**config.mk**
```make
export PLATFORM = sky130hd
export DESIGN_NAME = atis_seq
export DESIGN_NICKNAME = d
export VERILOG_FILES = /design/src/design/atis_pkg.sv /design/src/design/atis_seq.sv
export VERILOG_INCLUDE_DIRS = /design/src /design/src/design
export SDC_FILE = /design/constraint.sdc
export NUM_CORES = 1
export LEC_CHECK = 0
export BUFFER_PORTS_ARGS = -buffer_cell sky130_fd_sc_hd__buf_2
export CAP_MARGIN = 20
export CORE_UTILIZATION = 50
export CTS_BUF_LIST = sky130_fd_sc_hd__clkbuf_4
export DETAILED_ROUTE_END_ITERATION = 10
export HOLD_SLACK_MARGIN = 0.05
export PLACE_DENSITY_LB_ADDON = 0.08
export SYNTH_ARGS = -nofsm -noshare
export SYNTH_HDL_FRONTEND = slang
export SYNTH_SLANG_ARGS = --single-unit
```
**constraint.sdc**
```tcl
create_clock -name clk -period 4.5 [get_ports clk]
set_input_delay 0.225 -clock clk [delete_from_list [all_inputs] [get_ports clk]]
set_output_delay 0.225 -clock clk [all_outputs]
set_load 0.02 [all_outputs]
```
**src/design/array_table_insert_remove_sort_top_macros.svh**
```systemverilog
// Assertion macros for the array table block.
// Used by the sequencer module; expects signals clk and rst_n in scope.
`ifndef ARRAY_TABLE_INSERT_REMOVE_SORT_TOP_MACROS_SVH
`define ARRAY_TABLE_INSERT_REMOVE_SORT_TOP_MACROS_SVH

// Check that expr holds in the same cycle as cond.
`define ATIS_ASSERT_NOW(label, cond, expr, msg) \
    label: assert property (@(posedge clk) disable iff (!rst_n) (cond) |-> (expr)) \
        else $error(msg);

// Check that expr holds in the cycle after cond.
`define ATIS_ASSERT_NEXT(label, cond, expr, msg) \
    label: assert property (@(posedge clk) disable iff (!rst_n) (cond) |=> (expr)) \
        else $error(msg);

`endif

```
**src/design/atis_pkg.sv**
```systemverilog
// Shared types and constants for the array table block.
// No dependencies; imported by every module of the block.
package atis_pkg;

    // Field widths of the command and response transfers
    localparam int OP_BITS   = 3;
    localparam int POS_BITS  = 9;
    localparam int DATA_BITS = 32;
    localparam int CNT_BITS  = 9;
    localparam int ST_BITS   = 2;

    // Defaults for the top-level parameters
    localparam int DEPTH_DEF     = 256;
    localparam int WORD_BITS_DEF = 32;

    typedef enum logic [OP_BITS-1:0] {
        OP_INSERT = 3'd0,
        OP_REMOVE = 3'd1,
        OP_READ   = 3'd2,
        OP_WRITE  = 3'd3,
        OP_SORT   = 3'd4
    } op_t;

    typedef enum logic [ST_BITS-1:0] {
        ST_OK    = 2'd0,
        ST_RANGE = 2'd1,
        ST_FULL  = 2'd2
    } status_t;

    typedef enum logic [2:0] {
        S_IDLE,
        S_INS,
        S_REM,
        S_READ,
        S_SORT
    } state_t;

    // Work still in flight behind the registered memory read
    typedef enum logic [1:0] {
        PEND_NONE,
        PEND_SHIFT,
        PEND_LOAD,
        PEND_CMP
    } pend_t;

    // Source of the memory write data
    typedef enum logic [1:0] {
        WSEL_RDATA,
        WSEL_HELD,
        WSEL_VALUE
    } wsel_t;

    // Control from the sequencer to the store
    typedef struct packed {
        logic  rd_en;
        logic  wr_en;
        wsel_t wr_sel;
        logic  held_load;
        logic  cmp_en;
    } store_ctl_t;

endpackage

```
**src/design/atis_seq.sv**
```systemverilog
// Command sequencer: range checks, live count, shift and sort stepping.
// Depends on atis_pkg and the assertion macros header.
`include "array_table_insert_remove_sort_top_macros.svh"

module atis_seq
    import atis_pkg::*;
#(
    parameter int DEPTH     = DEPTH_DEF,
    parameter int WORD_BITS = WORD_BITS_DEF
)
(
    input  logic                         clk,
    input  logic                         rst_n,
    input  logic                         start,
    input  logic [OP_BITS-1:0]           opcode,
    input  logic [POS_BITS-1:0]          position,
    input  logic signed [DATA_BITS-1:0]  item_value,
    output logic                         idle,
    output logic                         done,
    output logic [DATA_BITS-1:0]         rsp_read,
    output logic [CNT_BITS-1:0]          rsp_count,
    output status_t                      rsp_status,
    output store_ctl_t                   ctl,
    output logic [$clog2(DEPTH)-1:0]     rd_addr,
    output logic [$clog2(DEPTH)-1:0]     wr_addr,
    output logic [WORD_BITS-1:0]         wr_value,
    input  logic [WORD_BITS-1:0]         rdata
);

    localparam int AW = $clog2(DEPTH);
    localparam int CW = $clog2(DEPTH + 1);
    localparam int PW = (CW > POS_BITS) ? CW : POS_BITS;

    state_t          state_reg, state_next;
    pend_t           pend_reg, pend_next;
    logic [AW-1:0]   pend_addr_reg, pend_addr_next;
    logic [CW-1:0]   count_reg, count_next;
    logic [CW-1:0]   k_reg, k_next;
    logic [CW-1:0]   i_reg, i_next;
    logic [CW-1:0]   pos_reg, pos_next;
    logic [WORD_BITS-1:0] val_reg, val_next;

    logic [PW-1:0]   pos_ext;
    logic [PW-1:0]   cnt_ext;
    logic [PW-1:0]   cnt_fit;
    logic [63:0]     in_ext;
    logic [63:0]     rd_ext;
    logic [WORD_BITS-1:0] in_word;
    logic [CW-1:0]   km1;
    logic [CW:0]     kp1;
    logic [CW:0]     ip1;
    logic [CW:0]     ip2;
    logic [CW:0]     cnt1;

    assign pos_ext = PW'(position);
    assign cnt_ext = PW'(count_reg);
    assign in_ext  = {32'b0, item_value};
    assign in_word = in_ext[WORD_BITS-1:0];
    assign km1     = k_reg - 1'b1;
    assign kp1     = {1'b0, k_reg} + 1'b1;
    assign ip1     = {1'b0, i_reg} + 1'b1;
    assign ip2     = ip1 + 1'b1;
    assign cnt1    = {1'b0, count_reg};

    // Zero-extend the read word before fitting it to the response width
    always_comb
    begin
        rd_ext = '0;
        rd_ext[WORD_BITS-1:0] = rdata;
    end

    assign cnt_fit   = PW'(count_next);
    assign rsp_count = cnt_fit[CNT_BITS-1:0];
    assign idle      = (state_reg == S_IDLE);
    assign wr_value  = (state_reg == S_IDLE) ? in_word : val_reg;

    // Next state, store control and response
    always_comb
    begin
        state_next     = state_reg;
        pend_next      = PEND_NONE;
        pend_addr_next = pend_addr_reg;
        count_next     = count_reg;
        k_next         = k_reg;
        i_next         = i_reg;
        pos_next       = pos_reg;
        val_next       = val_reg;
        ctl            = '0;
        ctl.wr_sel     = WSEL_RDATA;
        rd_addr        = '0;
        wr_addr        = '0;
        done           = 1'b0;
        rsp_read       = '0;
        rsp_status     = ST_OK;

        // Retire the word read in the previous cycle
        case (pend_reg)
            PEND_SHIFT:
            begin
                ctl.wr_en  = 1'b1;
                ctl.wr_sel = WSEL_RDATA;
                wr_addr    = pend_addr_reg;
            end
            PEND_LOAD:
            begin
                ctl.held_load = 1'b1;
            end
            PEND_CMP:
            begin
                ctl.cmp_en = 1'b1;
                ctl.wr_sel = WSEL_HELD;
                wr_addr    = pend_addr_reg;
            end
            default:
            begin
            end
        endcase

        unique case (state_reg)
            S_IDLE:
            begin
                if (start)
                begin
                    unique case (op_t'(opcode))
                        OP_INSERT:
                        begin
                            if (pos_ext > cnt_ext)
                            begin
                                done       = 1'b1;
                                rsp_status = ST_RANGE;
                            end
                            else if (count_reg == CW'(DEPTH))
                            begin
                                done       = 1'b1;
                                rsp_status = ST_FULL;
                            end
                            else
                            begin
                                k_next     = count_reg;
                                pos_next   = pos_ext[CW-1:0];
                                val_next   = in_word;
                                state_next = S_INS;
                            end
                        end
                        OP_REMOVE:
                        begin
                            if (pos_ext >= cnt_ext)
                            begin
                                done       = 1'b1;
                                rsp_status = ST_RANGE;
                            end
                            else
                            begin
                                k_next     = pos_ext[CW-1:0];
                                state_next = S_REM;
                            end
                        end
                        OP_READ:
                        begin
                            if (pos_ext >= cnt_ext)
                            begin
                                done       = 1'b1;
                                rsp_status = ST_RANGE;
                            end
                            else
                            begin
                                ctl.rd_en  = 1'b1;
                                rd_addr    = pos_ext[AW-1:0];
                                state_next = S_READ;
                            end
                        end
                        OP_WRITE:
                        begin
                            done = 1'b1;
                            if (pos_ext >= cnt_ext)
                            begin
                                rsp_status = ST_RANGE;
                            end
                            else
                            begin
                                ctl.wr_en  = 1'b1;
                                ctl.wr_sel = WSEL_VALUE;
                                wr_addr    = pos_ext[AW-1:0];
                            end
                        end
                        OP_SORT:
                        begin
                            if (count_reg < CW'(2))
                            begin
                                done = 1'b1;
                            end
                            else
                            begin
                                ctl.rd_en  = 1'b1;
                                rd_addr    = '0;
                                pend_next  = PEND_LOAD;
                                i_next     = '0;
                                k_next     = CW'(1);
                                state_next = S_SORT;
                            end
                        end
                        default:
                        begin
                            done = 1'b1;
                        end
                    endcase
                end
            end

            // Move entries up one a cycle, then place the new word
            S_INS:
            begin
                if (k_reg > pos_reg)
                begin
                    ctl.rd_en      = 1'b1;
                    rd_addr        = km1[AW-1:0];
                    pend_next      = PEND_SHIFT;
                    pend_addr_next = k_reg[AW-1:0];
                    k_next         = km1;
                end
                else if (pend_reg == PEND_NONE)
                begin
                    ctl.wr_en  = 1'b1;
                    ctl.wr_sel = WSEL_VALUE;
                    wr_addr    = pos_reg[AW-1:0];
                    count_next = count_reg + 1'b1;
                    done       = 1'b1;
                    state_next = S_IDLE;
                end
            end

            // Move entries down one a cycle, then drop the last one
            S_REM:
            begin
                if (kp1 < cnt1)
                begin
                    ctl.rd_en      = 1'b1;
                    rd_addr        = kp1[AW-1:0];
                    pend_next      = PEND_SHIFT;
                    pend_addr_next = k_reg[AW-1:0];
                    k_next         = kp1[CW-1:0];
                end
                else if (pend_reg == PEND_NONE)
                begin
                    count_next = count_reg - 1'b1;
                    done       = 1'b1;
                    state_next = S_IDLE;
                end
            end

            S_READ:
            begin
                rsp_read   = rd_ext[DATA_BITS-1:0];
                done       = 1'b1;
                state_next = S_IDLE;
            end

            // Compare the held word of slot i against each later slot
            S_SORT:
            begin
                if (k_reg < count_reg)
                begin
                    ctl.rd_en      = 1'b1;
                    rd_addr        = k_reg[AW-1:0];
                    pend_next      = PEND_CMP;
                    pend_addr_next = k_reg[AW-1:0];
                    k_next         = k_reg + 1'b1;
                end
                else if (pend_reg == PEND_NONE)
                begin
                    ctl.wr_en  = 1'b1;
                    ctl.wr_sel = WSEL_HELD;
                    wr_addr    = i_reg[AW-1:0];
                    if (ip2 < cnt1)
                    begin
                        ctl.rd_en = 1'b1;
                        rd_addr   = ip1[AW-1:0];
                        pend_next = PEND_LOAD;
                        i_next    = ip1[CW-1:0];
                        k_next    = ip2[CW-1:0];
                    end
                    else
                    begin
                        done       = 1'b1;
                        state_next = S_IDLE;
                    end
                end
            end

            default:
            begin
                state_next = S_IDLE;
            end
        endcase
    end

    // Control registers
    always_ff @(posedge clk or negedge rst_n)
    begin
        if (!rst_n)
        begin
            state_reg <= S_IDLE;
            pend_reg  <= PEND_NONE;
            count_reg <= '0;
        end
        else
        begin
            state_reg <= state_next;
            pend_reg  <= pend_next;
            count_reg <= count_next;
        end
    end

    // Indexes and command payload
    always_ff @(posedge clk)
    begin
        pend_addr_reg <= pend_addr_next;
        k_reg         <= k_next;
        i_reg         <= i_next;
        pos_reg       <= pos_next;
        val_reg       <= val_next;
    end

    `ATIS_ASSERT_NOW(a_count_bound, 1'b1, count_reg <= CW'(DEPTH), "live count above depth")
    `ATIS_ASSERT_NOW(a_idle_drained, state_reg == S_IDLE, pend_reg == PEND_NONE, "pending work in idle")
    `ATIS_ASSERT_NOW(a_full_status, done && rsp_status == ST_FULL, count_reg == CW'(DEPTH), "full flagged below depth")
    `ATIS_ASSERT_NEXT(a_done_idle, done, state_reg == S_IDLE, "sequencer busy after result")

endmodule

```
After elaboration in Yosys (flattened, before gate mapping)
Index checks and enable logic that the tools add are counted.
{"block": "op_classes", "n_shift": 0, "div_mod_pow": 0, "addsub": 7, "eq_ne": 33, "mul": 0, "magnitude_cmp": 7, "reduce_logical": 14, "muxes": 110, "bitwise": 2}
{"operator": "$mux W9", "n": 20}
{"operator": "$mux W8", "n": 19}
{"operator": "$mux W32", "n": 2}
{"operator": "$mux W3", "n": 17}
{"operator": "$pmux W8 S3", "n": 2}
{"operator": "$pmux W9 S2", "n": 2}
{"operator": "$pmux W9 S4", "n": 1}
{"operator": "$pmux W8 S4", "n": 1}
{"operator": "$pmux W9 S3", "n": 1}
{"operator": "$mux W1", "n": 24}
{"operator": "$pmux W3 S4", "n": 2}
{"operator": "$ne A2 B2 Y1 const B", "n": 11}
{"operator": "$ne A3 B3 Y1 const B", "n": 7}
{"operator": "$add A9 B1 Y10 const B", "n": 2}
{"operator": "$lt A10 B9 Y1", "n": 2}
{"operator": "$mux W2", "n": 10}
{"operator": "$add A9 B1 Y9 const B", "n": 2}
{"operator": "$gt A9 B9 Y1", "n": 2}
{"operator": "$sub A9 B1 Y9 const B", "n": 2}
{"operator": "$eq A3 B2 Y1 const B", "n": 4}
{"operator": "$reduce_and A12 Y1", "n": 1}
{"operator": "$reduce_and A11 Y1", "n": 1}
{"operator": "$add A10 B1 Y10 const B", "n": 1}
{"operator": "$eq A9 B9 Y1 const B", "n": 1}
{"operator": "other kinds (29)", "n": 36}
{"block": "totals", "mem_bits_rw": 0, "ff_bits": 81, "romBits": 0, "memories": 0, "inputBits": 79, "latch_bits": 0, "output_inout_bits": 99}

Depth between registers and ports, before layout
Gate-level depths: netlist of run 1.
{"block": "depth", "ltp_word": 7, "ltp_mapped": 13, "ltp_nobuf": 13}

Least setup slack after synthesis of run 1
OpenSTA, ideal clock, no wires.
{"block": "synth_timing", "path_kind": "register to register", "start": "register i_reg[1]", "end": "register k_reg[0], enable pin", "t_arrival_ns": 3.858, "required_ns": 4.097, "period_less_slack_ns": 4.260, "path_slack_ns": 0.240, "path_buffers": 0, "setup_time_ns": 0.403, "stages_incl_launch_ff": 14, "path_cell_list": "edfxtp_1 ha_1 a21oi_1 mux2_2 a32oi_1 or4b_4 nor3_2 xnor2_1 ha_1 a21oi_1 o31a_1 and3_2 a21oi_1 nor4b_1"}
{"block": "synth_between", "elab_chain_cells": 5}
{"item": "start: declaration", "line": "atis_seq.sv:39", "text": "logic [CW-1:0] i_reg, i_next;"}
{"item": "start signal: assignment", "line": "atis_seq.sv:319", "text": "i_reg <= i_next;"}
{"item": "$add A9 B1 Y10", "line": "atis_seq.sv:61", "text": "assign ip1 = {1'b0, i_reg} + 1'b1;"}
{"item": "$add A10 B1 Y10", "line": "atis_seq.sv:62", "text": "assign ip2 = ip1 + 1'b1;"}
{"item": "$lt A10 B9 Y1", "line": "atis_seq.sv:274", "text": "if (ip2 < cnt1)"}
{"item": "$ne A3 B3 Y1 (no line)"}
{"item": "$reduce_and A11 Y1 (no line)"}
{"item": "end signal: assignment", "line": "atis_seq.sv:318", "text": "k_reg <= k_next;"}
{"item": "end: declaration", "line": "atis_seq.sv:38", "text": "logic [CW-1:0] k_reg, k_next;"}
Every way passes these cells.
A chain may end at the register's enable or synchronous reset.

Final worst setup path of run 1
{"block": "layout_timing", "start": "register k_reg[3]", "end": "output rsp_count[0]"}
{"block": "layout_between", "elab_chain_cells": 4, "word_cells_on_any_way": 6, "cone_classes": "1 x add/sub; 2 x order compare; 3 x mux"}
{"item": "$add A9 B1 Y10", "line": "atis_seq.sv:60", "text": "assign kp1 = {1'b0, k_reg} + 1'b1;"}
{"item": "$lt A10 B9 Y1", "line": "atis_seq.sv:235", "text": "if (kp1 < cnt1)"}
{"item": "$mux W9", "line": "atis_seq.sv:235"}
{"item": "$pmux W9 S2 (*)", "line": "atis_seq.sv:119", "text": "unique case (state_reg)"}
{"item": "end: declaration", "line": "atis_seq.sv:21", "text": "output logic [CNT_BITS-1:0] rsp_count,"}
Mark *: on every way between the ends. The rest lies on a longest branch, timed or not.

==> results of run 1 <==
## final cells by class
type | instances | area, sq um
inverters | 33 | 124
well taps | 172 | 215
clock buffers | 12 | 90.1
multi-input cells | 504 | 3820
fillers | 1119 | 4530
flip-flops and latches | 81 | 2360
clock inverters | 4 | 52.6
repair buffers | 234 | 1420
## power by group
part,internal (mW),switching (mW)
Combinational,1.10,1.77
Sequential,1.00,0.223
Clock,0.191,0.283
Total,2.30,2.27
## metal layers
metal  global-route usage  vias to the layer above  wire length, um
li1                     -                     2917                -
met1                0.414                     3015             8790
met2                0.515                      285             9750
met3               0.0612                       36             1500
met4                0.113                        0              481
met5                    0                        -                0
## worst max path at each step
stage / start / endpoint / slack (ns) / depth (start not counted)
final: k_reg[3] / rsp_count[0] / 0.1 / 12
after global routing: k_reg[3] / rsp_count[0] / -0.11 / 12
after CTS: i_reg[1] / rd_addr[1] / 0.005 / 14
after detailed placement: i_reg[1] / rd_addr[1] / 0.49 / 14
after global placement: i_reg[1] / rd_addr[1] / 0.60 / 14
after floorplan: i_reg[1] / k_reg[0] / 0.24 / 13
## per-stage QoR
step	hold WS [ns]	setup slack [ns]
2_1_floorplan	-0.0706	0.240
3_3_place_gp	0.142	0.604
3_5_place_dp	0.147	0.493
6_report	0.176	0.0964
5_1_grt	0.182	-0.110
4_1_cts	0.153	0.00461
## kinds of logic (layout without fill, tap and decap cells)
family	after synthesis	after routing	share of synthesized area
AOI/OAI and AO/OA	161	161	0.186
xor gates and xnor gates	38	38	0.0515
adders and majority gates	55	55	0.106
buffers and inverters	74	283	0.0513
DFF	81	81	0.365
muxes	35	35	0.0606
and+or+nand+nor	215	215	0.179
## Yosys cell counts, types with 14 or more instances
library cell and number:
sky130_fd_sc_hd__a21oi_1 20, sky130_fd_sc_hd__a221o_1 15, sky130_fd_sc_hd__a22o_1 17, sky130_fd_sc_hd__and3_1 39, sky130_fd_sc_hd__clkbuf_1 23, sky130_fd_sc_hd__dfrtp_1 14
sky130_fd_sc_hd__edfxtp_1 67, sky130_fd_sc_hd__ha_1 54, sky130_fd_sc_hd__inv_1 33, sky130_fd_sc_hd__mux2_2 33, sky130_fd_sc_hd__nand2_1 34, sky130_fd_sc_hd__nand3_1 19
sky130_fd_sc_hd__nor2_1 45, sky130_fd_sc_hd__nor3_1 18, sky130_fd_sc_hd__o21ai_0 22, sky130_fd_sc_hd__xnor2_1 28
## worst max-delay path: cells and delay by family, from the launching register on
kind,cells,cell delay (ns)
AO/OA/AOI/OAI,4,0.96
XOR/XNOR,2,0.42
adder cells (fa/ha/maj),1,0.34
buffers and inverters,2,0.25
flip-flops,1,0.65
AND/OR/NAND/NOR,3,1.09
## what timing repair did
action | 4_1_cts | 5_1_grt
pin swaps | 0 | 2
hold endpoints to repair | 55 | 0
resized for setup | 1 | 6
hold buffers | 42 | 0
setup buffers | 1 | 1
endpoints found under the setup margin | 5 | 11
==> results by group, run 1 <==
Outcome
  • Status: complete, no violations

STA
  • Count of endpoints failing hold in the final timing report: 0
  • Ratio of final minimum period to clock period: 0.979
  • Final Critical Period: 4.40 ns
  • Worst clock skew on the final layout: 0.0142 ns
  • Setup repair after global routing missed its margin: true
  • Max-slew headroom at the worst pin: 0.256
  • Final count of pins violating max slew: 0
  • Worst-margin pin slew: 1.12 ns
  • Upper clock frequency limit: 0.227 GHz
  • Final setup TNS: 0 ns
  • Final setup violation count: 0

Die
  • Die outline width: 116 um
  • Starting utilization of the core area: 0.512
  • Ports: 178
  • CORE AREA: 12600 sq um
  • Chip Height: 116 um
  • Die Outline Area: 13400 sq um
  • Site row count: 41

Final layout
  • Flip-flop count of the largest register, all copies and words added: 32
  • Most common library cell in the layout ignoring fill and taps: sky130_fd_sc_hd__buf_2
  • Post-route design area: 8090 sq um
  • Final Non-Filler Cells: 1040
  • Fraction of layout cells with a size suffix above 1: 0.306
  • NumNets Final: 996
  • Post-route core utilization: 0.641
  • Area growth from synthesis to layout: 25.1%
  • Commonest non-fill, non-tap cells in the layout: sky130_fd_sc_hd__buf_2, sky130_fd_sc_hd__edfxtp_1, sky130_fd_sc_hd__ha_1
  • Number of antenna diodes: 0

Synthesis
  • Sequential element share of the synthesized area: 0.365
  • Post-synthesis cell type with the largest combined area: sky130_fd_sc_hd__edfxtp_1
  • Count of distinct cell types in the synthesized netlist: 77
  • Mapped cell area: 6470 sq um
  • Post-synth top area share: 0.311
  • Mapped Cells: 659
  • Mean Syn Cell Area: 9.81 sq um
  • Yosys warning count: 0
  • Number of synthesized register bits: 81
  • Net count after synthesis: 792
  • Async set-or-reset flop fraction in the synthesized netlist: 0.173
  • Commonest register cell after synthesis: sky130_fd_sc_hd__edfxtp_1
  • Top cells by area in the synthesized netlist: sky130_fd_sc_hd__edfxtp_1, sky130_fd_sc_hd__ha_1, sky130_fd_sc_hd__mux2_2
  • Number of synthesized flops with an enable pin: 67

Setup path
  • Type of the setup path with the least slack: flop to output port
  • CP dominant cell by count: sky130_fd_sc_hd__xnor2_1
  • Worst setup EP type: output port
  • Worst path required time: 4.28 ns
  • Worst flop-to-flop path endpoint: k_reg[7]
  • Data arrival time of the critical path: 4.18 ns
  • Setup slack of the most critical reg-to-reg path: 0.64 ns
  • Peak fanout along the critical path: 10
  • Slowest CP cell: sky130_fd_sc_hd__edfxtp_1
  • Cell breakdown of the critical path: nand4_1 > or2_2 > xnor2_1 > ha_1 > inv_1 > o21ai_0 > a41oi_1 > o21ai_1 > a22oi_1 > or3b_2 > xnor2_1 > buf_2
  • Slowest Stage Delay on Critical Path: 0.65 ns
  • Startpoint Class: flop
  • Reg2Reg Depth: 14
  • R2r startpoint: i_reg[0]

Place
  • Total placed cells including tap cells: 980
  • Final weighted congestion in routability-driven placement: 0.948
  • Input/output buffers: 177
  • Total half-perimeter wirelength after legalization and detailed placement: 15400 um
  • Post-detailed-placement cell area: 7480 sq um

Drt
  • Aggregate routed wire length: 20500 um
  • Remaining routing DRC violations: 0
  • Vias: 6253
  • Post-route antenna net violation count: 0
  • Via density per instance: 6.01
  • WL per Instance: 19.7 um
  • DR iter-0 viols: 499
  • 1st-pass router iterations: 5

CTS
  • Clock insertion delay at the later pin of the skew report: 0.48 ns
  • H-tree depth reported by CTS: 3
  • CTS tree: yes
  • Clock buffer depth: 2
  • Number of buffers added by the clock tree synthesis step: 9
  • Clock transition at path regs: 0.13 ns
  • Clock net sink count: 81
  • Cell at the root of the clock tree: sky130_fd_sc_hd__clkbuf_4

Power and ir drop
  • Worst vdd rail ir drop: 0.000318 V
  • Power density over the cells: 565 nW/um^2
  • Total power after layout: 4.57 mW
  • Static leakage power: 3.64 nW

GRT
  • Grt ovf: 0
  • Number of antenna violations at the first check in global routing: 0
  • First-pass GRT wire length: 31500 um
  • GRT Util Overall: 0.314
  • Pin count of the biggest net entering global routing: 48
  • Number of global-route vias before repair: 5823

Worst hold path
  • Hold Path Class: input port to asynchronous set/reset pin

Flow run
  • Total of max-cap violations: 0
Note: power is estimated with default switching activity, not from simulation.
==> run 2: changes to the inputs <==
--- a/config.mk
+++ b/config.mk
@@ -8,10 +8,12 @@
 export LEC_CHECK = 0
 export BUFFER_PORTS_ARGS = -buffer_cell sky130_fd_sc_hd__buf_2
 export CAP_MARGIN = 20
+export CORE_ASPECT_RATIO = 0.7
 export CORE_UTILIZATION = 50
 export CTS_BUF_LIST = sky130_fd_sc_hd__clkbuf_4
 export DETAILED_ROUTE_END_ITERATION = 10
 export HOLD_SLACK_MARGIN = 0.05
+export MAX_ROUTING_LAYER = met4
 export PLACE_DENSITY_LB_ADDON = 0.08
 export SYNTH_ARGS = -nofsm -noshare
 export SYNTH_HDL_FRONTEND = slang
==> results by group, run 2 (same netlist as run 1, synthesis figures left out) <==
Die
  • Starting utilization of the core area: 0.517 (+0.00461)
  • Die Outline Area: 13400 sq um (about the same)
  • Site row count: 34 (-17%)
  • Chip Height: 97.1 um (-16%)
  • CORE AREA: 12500 sq um (-0.89%)
  • Ports: 178 (unchanged)
  • Die outline width: 138 um (+19%)

CTS
  • Clock buffer depth: 2 (unchanged)
  • H-tree depth reported by CTS: 3 (unchanged)
  • Clock insertion delay at the later pin of the skew report: 0.46 ns (-0.02 ns)
  • Clock net sink count: 81 (unchanged)
  • Cell at the root of the clock tree: sky130_fd_sc_hd__clkbuf_4
  • Number of buffers added by the clock tree synthesis step: 9 (unchanged)
  • Clock transition at path regs: 0.14 ns (about the same)
  • CTS tree: yes

Setup path
  • Critical Path Sink: rd_addr[6]
  • Worst flop-to-flop path endpoint: k_reg[6]
  • Worst setup EP type: output port
  • Worst path required time: 4.28 ns (about the same)
  • Slowest Stage Delay on Critical Path: 0.56 ns (-0.09 ns)
  • R2r startpoint: i_reg[0]
  • Reg2Reg Depth: 15 (+1)
  • Peak fanout along the critical path: 6 (-4)
  • Crit path buffers/inverters: 3 (+1)
  • Cell breakdown of the critical path: buf_4 > buf_4 > nand2_1 > nor2_2 > xnor2_1 > or4b_4 > nor3_2 > xnor2_1 > ha_1 > a21oi_1 > o31a_1 > and3_2 > nand2_2 > o2111ai_1 > buf_2
  • Setup slack of the most critical reg-to-reg path: 0.47 ns (-0.17 ns)
  • Type of the setup path with the least slack: flop to output port
  • Slowest CP cell: sky130_fd_sc_hd__or4b_4
  • Number of logic stages on the critical path including buffering: 15 (+3)
  • Data arrival time of the critical path: 4.12 ns (-0.06 ns)
  • Kind of cell with the highest combined delay on the critical path: simple AND/OR/NAND/NOR gates
  • Startpoint Class: flop
  • Crit path launch: i_reg[0]

STA
  • Final setup TNS: 0 ns (unchanged)
  • Max-slew headroom at the worst pin: 0.348 (+0.0924)
  • Count of endpoints failing hold in the final timing report: 0 (unchanged)
  • Final Critical Period: 4.35 ns (-0.0568 ns)
  • Final critical-path setup slack: 0.153 ns (+0.0568 ns)
  • Upper clock frequency limit: 0.230 GHz (+1.3%)
  • Setup repair after global routing missed its margin: false
  • Worst-margin pin slew: 0.975 ns (-0.141 ns)
  • Final setup violation count: 0 (unchanged)
  • Worst clock skew on the final layout: 0.0172 ns (+0.00301 ns)
  • Ratio of final minimum period to clock period: 0.966 (-0.0126)
  • Final count of pins violating max slew: 0 (unchanged)

Power and ir drop
  • Power density over the cells: 571 nW/um^2 (+1.1%)
  • Worst vdd rail ir drop: 0.000329 V (+3.3%)
  • Total power after layout: 4.57 mW (about the same)
  • Static leakage power: 3.60 nW (-1.1%)

Final layout
  • NumNets Final: 994 (-0.20%)
  • FILL cells: 1053 (-5.9%)
  • Area growth from synthesis to layout: 23.7%
  • Number of antenna diodes: 0 (unchanged)
  • Flip-flop count of the largest register, all copies and words added: 32 (unchanged)
  • Commonest non-fill, non-tap cells in the layout: sky130_fd_sc_hd__buf_2, sky130_fd_sc_hd__edfxtp_1, sky130_fd_sc_hd__ha_1
  • Most common library cell in the layout ignoring fill and taps: sky130_fd_sc_hd__buf_2
  • Fraction of layout cells with a size suffix above 1: 0.309 (+0.00302)

GRT
  • Grt ovf: 0 (unchanged)
  • First-pass GRT wire length: 33400 um (+6.1%)
  • Pin count of the biggest net entering global routing: 47 (-2.1%)
  • Number of antenna violations at the first check in global routing: 0 (unchanged)
  • Number of global-route vias before repair: 5983 (+2.7%)
  • GRT Util Overall: 0.343 (+0.0290)

Place
  • Total half-perimeter wirelength after legalization and detailed placement: 16900 um (+9.8%)
  • Input/output buffers: 177 (unchanged)
  • Pre-CTS worst setup slack: 0.354 ns (-0.139 ns)
  • Final weighted congestion in routability-driven placement: 1.00 (+5.7%)

Drt
  • WL per Instance: 21.4 um (+8.2%)
  • Remaining routing DRC violations: 0 (unchanged)
  • 1st-pass router iterations: 7 (+2)
  • Vias: 6441 (+3.0%)
  • Aggregate routed wire length: 22000 um (+6.9%)
  • Via density per instance: 6.27 (+4.2%)
  • Post-route antenna net violation count: 0 (unchanged)
  • DR iter-0 viols: 646 (+29%)

Flow run
  • Total of max-cap violations: 0 (unchanged)

Worst hold path
  • Hold Path Class: input port to flop

Outcome
  • Status: complete, no violations
## run 2: cell types whose count changed in the layout (fill, tap and decap cells not counted), sizes merged
cell         delta
buf             +4
bufinv          -1
clkbuf          -3
clkinv          -1
clkinvlp        +3
dlygate4sd3     -6
inv             +2
## run 2: metrics by stage
stage | cells | area [sq um] | utilization | hold slack [ns]
after floorplan | 659 | 6470 | - | -0.0706
after global placement | 970 | 7460 | 0.596 | 0.154
after detailed placement | 970 | 7460 | 0.596 | 0.160
after CTS | 1025 | 7960 | 0.636 | 0.0555
after global routing | 1028 | 8000 | 0.640 | 0.0602
final | 1028 | 8000 | 0.640 | 0.0829
## run 2: metal layers
metal	global-route usage	vias to the layer above	routed length, um
met4	0.0920	0	476
met3	0.0668	41	2230
met2	0.512	364	9880
li1	-	2917	-
met1	0.473	3119	9370
met5	-	-	0
## run 2: how the worst min path moves through the flow
stage	slack (ns)	endpoint	start	cells after the start
after floorplan	-0.07	cnt_ext[0]	rst_n	0
after global placement	0.15	cnt_ext[0]	rst_n	1
after detailed placement	0.16	cnt_ext[0]	rst_n	1
after CTS	0.06	pos_reg[0]	position[0]	1
after global routing	0.06	pos_reg[1]	position[1]	1
final	0.08	pos_reg[6]	position[6]	1
## run 2: repair_timing
item / CTS / global route
gates resized for setup: 0 / 6
endpoints found under the hold margin: 49 / 0
pin swaps: 0 / 2
setup buffers: 3 / 3
hold buffers: 36 / 0
gates cloned: 0 / 0
endpoints found under the setup margin: 6 / 12
## run 2: worst reg2reg max path, stage by stage, from the launching register on
cell	delay [ns]
sky130_fd_sc_hd__edfxtp_1	0.42
sky130_fd_sc_hd__buf_4	0.17
sky130_fd_sc_hd__buf_4	0.17
sky130_fd_sc_hd__nand2_1	0.13
sky130_fd_sc_hd__nor2_2	0.07
sky130_fd_sc_hd__xnor2_1	0.25
sky130_fd_sc_hd__or4b_4	0.56
sky130_fd_sc_hd__nor3_2	0.15
sky130_fd_sc_hd__xnor2_1	0.20
sky130_fd_sc_hd__ha_1	0.30
sky130_fd_sc_hd__a21oi_1	0.15
sky130_fd_sc_hd__o31a_1	0.24
sky130_fd_sc_hd__and3_2	0.28
sky130_fd_sc_hd__a21oi_1	0.08
sky130_fd_sc_hd__nor4b_1	0.32
sky130_fd_sc_hd__buf_4	0.26
## run 2: power by group
| group | internal (mW) | leakage (nW) | switching, mW |
|---|---|---|---|
| clock | 0.117 | 0.0570 | 0.291 |
| sequential | 1.00 | 0.797 | 0.238 |
| combinational | 1.11 | 2.75 | 1.81 |
| total | 2.23 | 3.60 | 2.33 |
## run 2: cell type report
type                            count  area [sq um]  share of cell area
Timing Repair Buffer              232          1390               0.174
Clock buffer                        9          67.6             0.00845
Inverter                           33           124              0.0155
Tap cell                          162           203              0.0253
Clock inverter                      7          52.6             0.00657
Multi-Input combinational cell    504          3800               0.475
Sequential cell                    81          2360               0.295
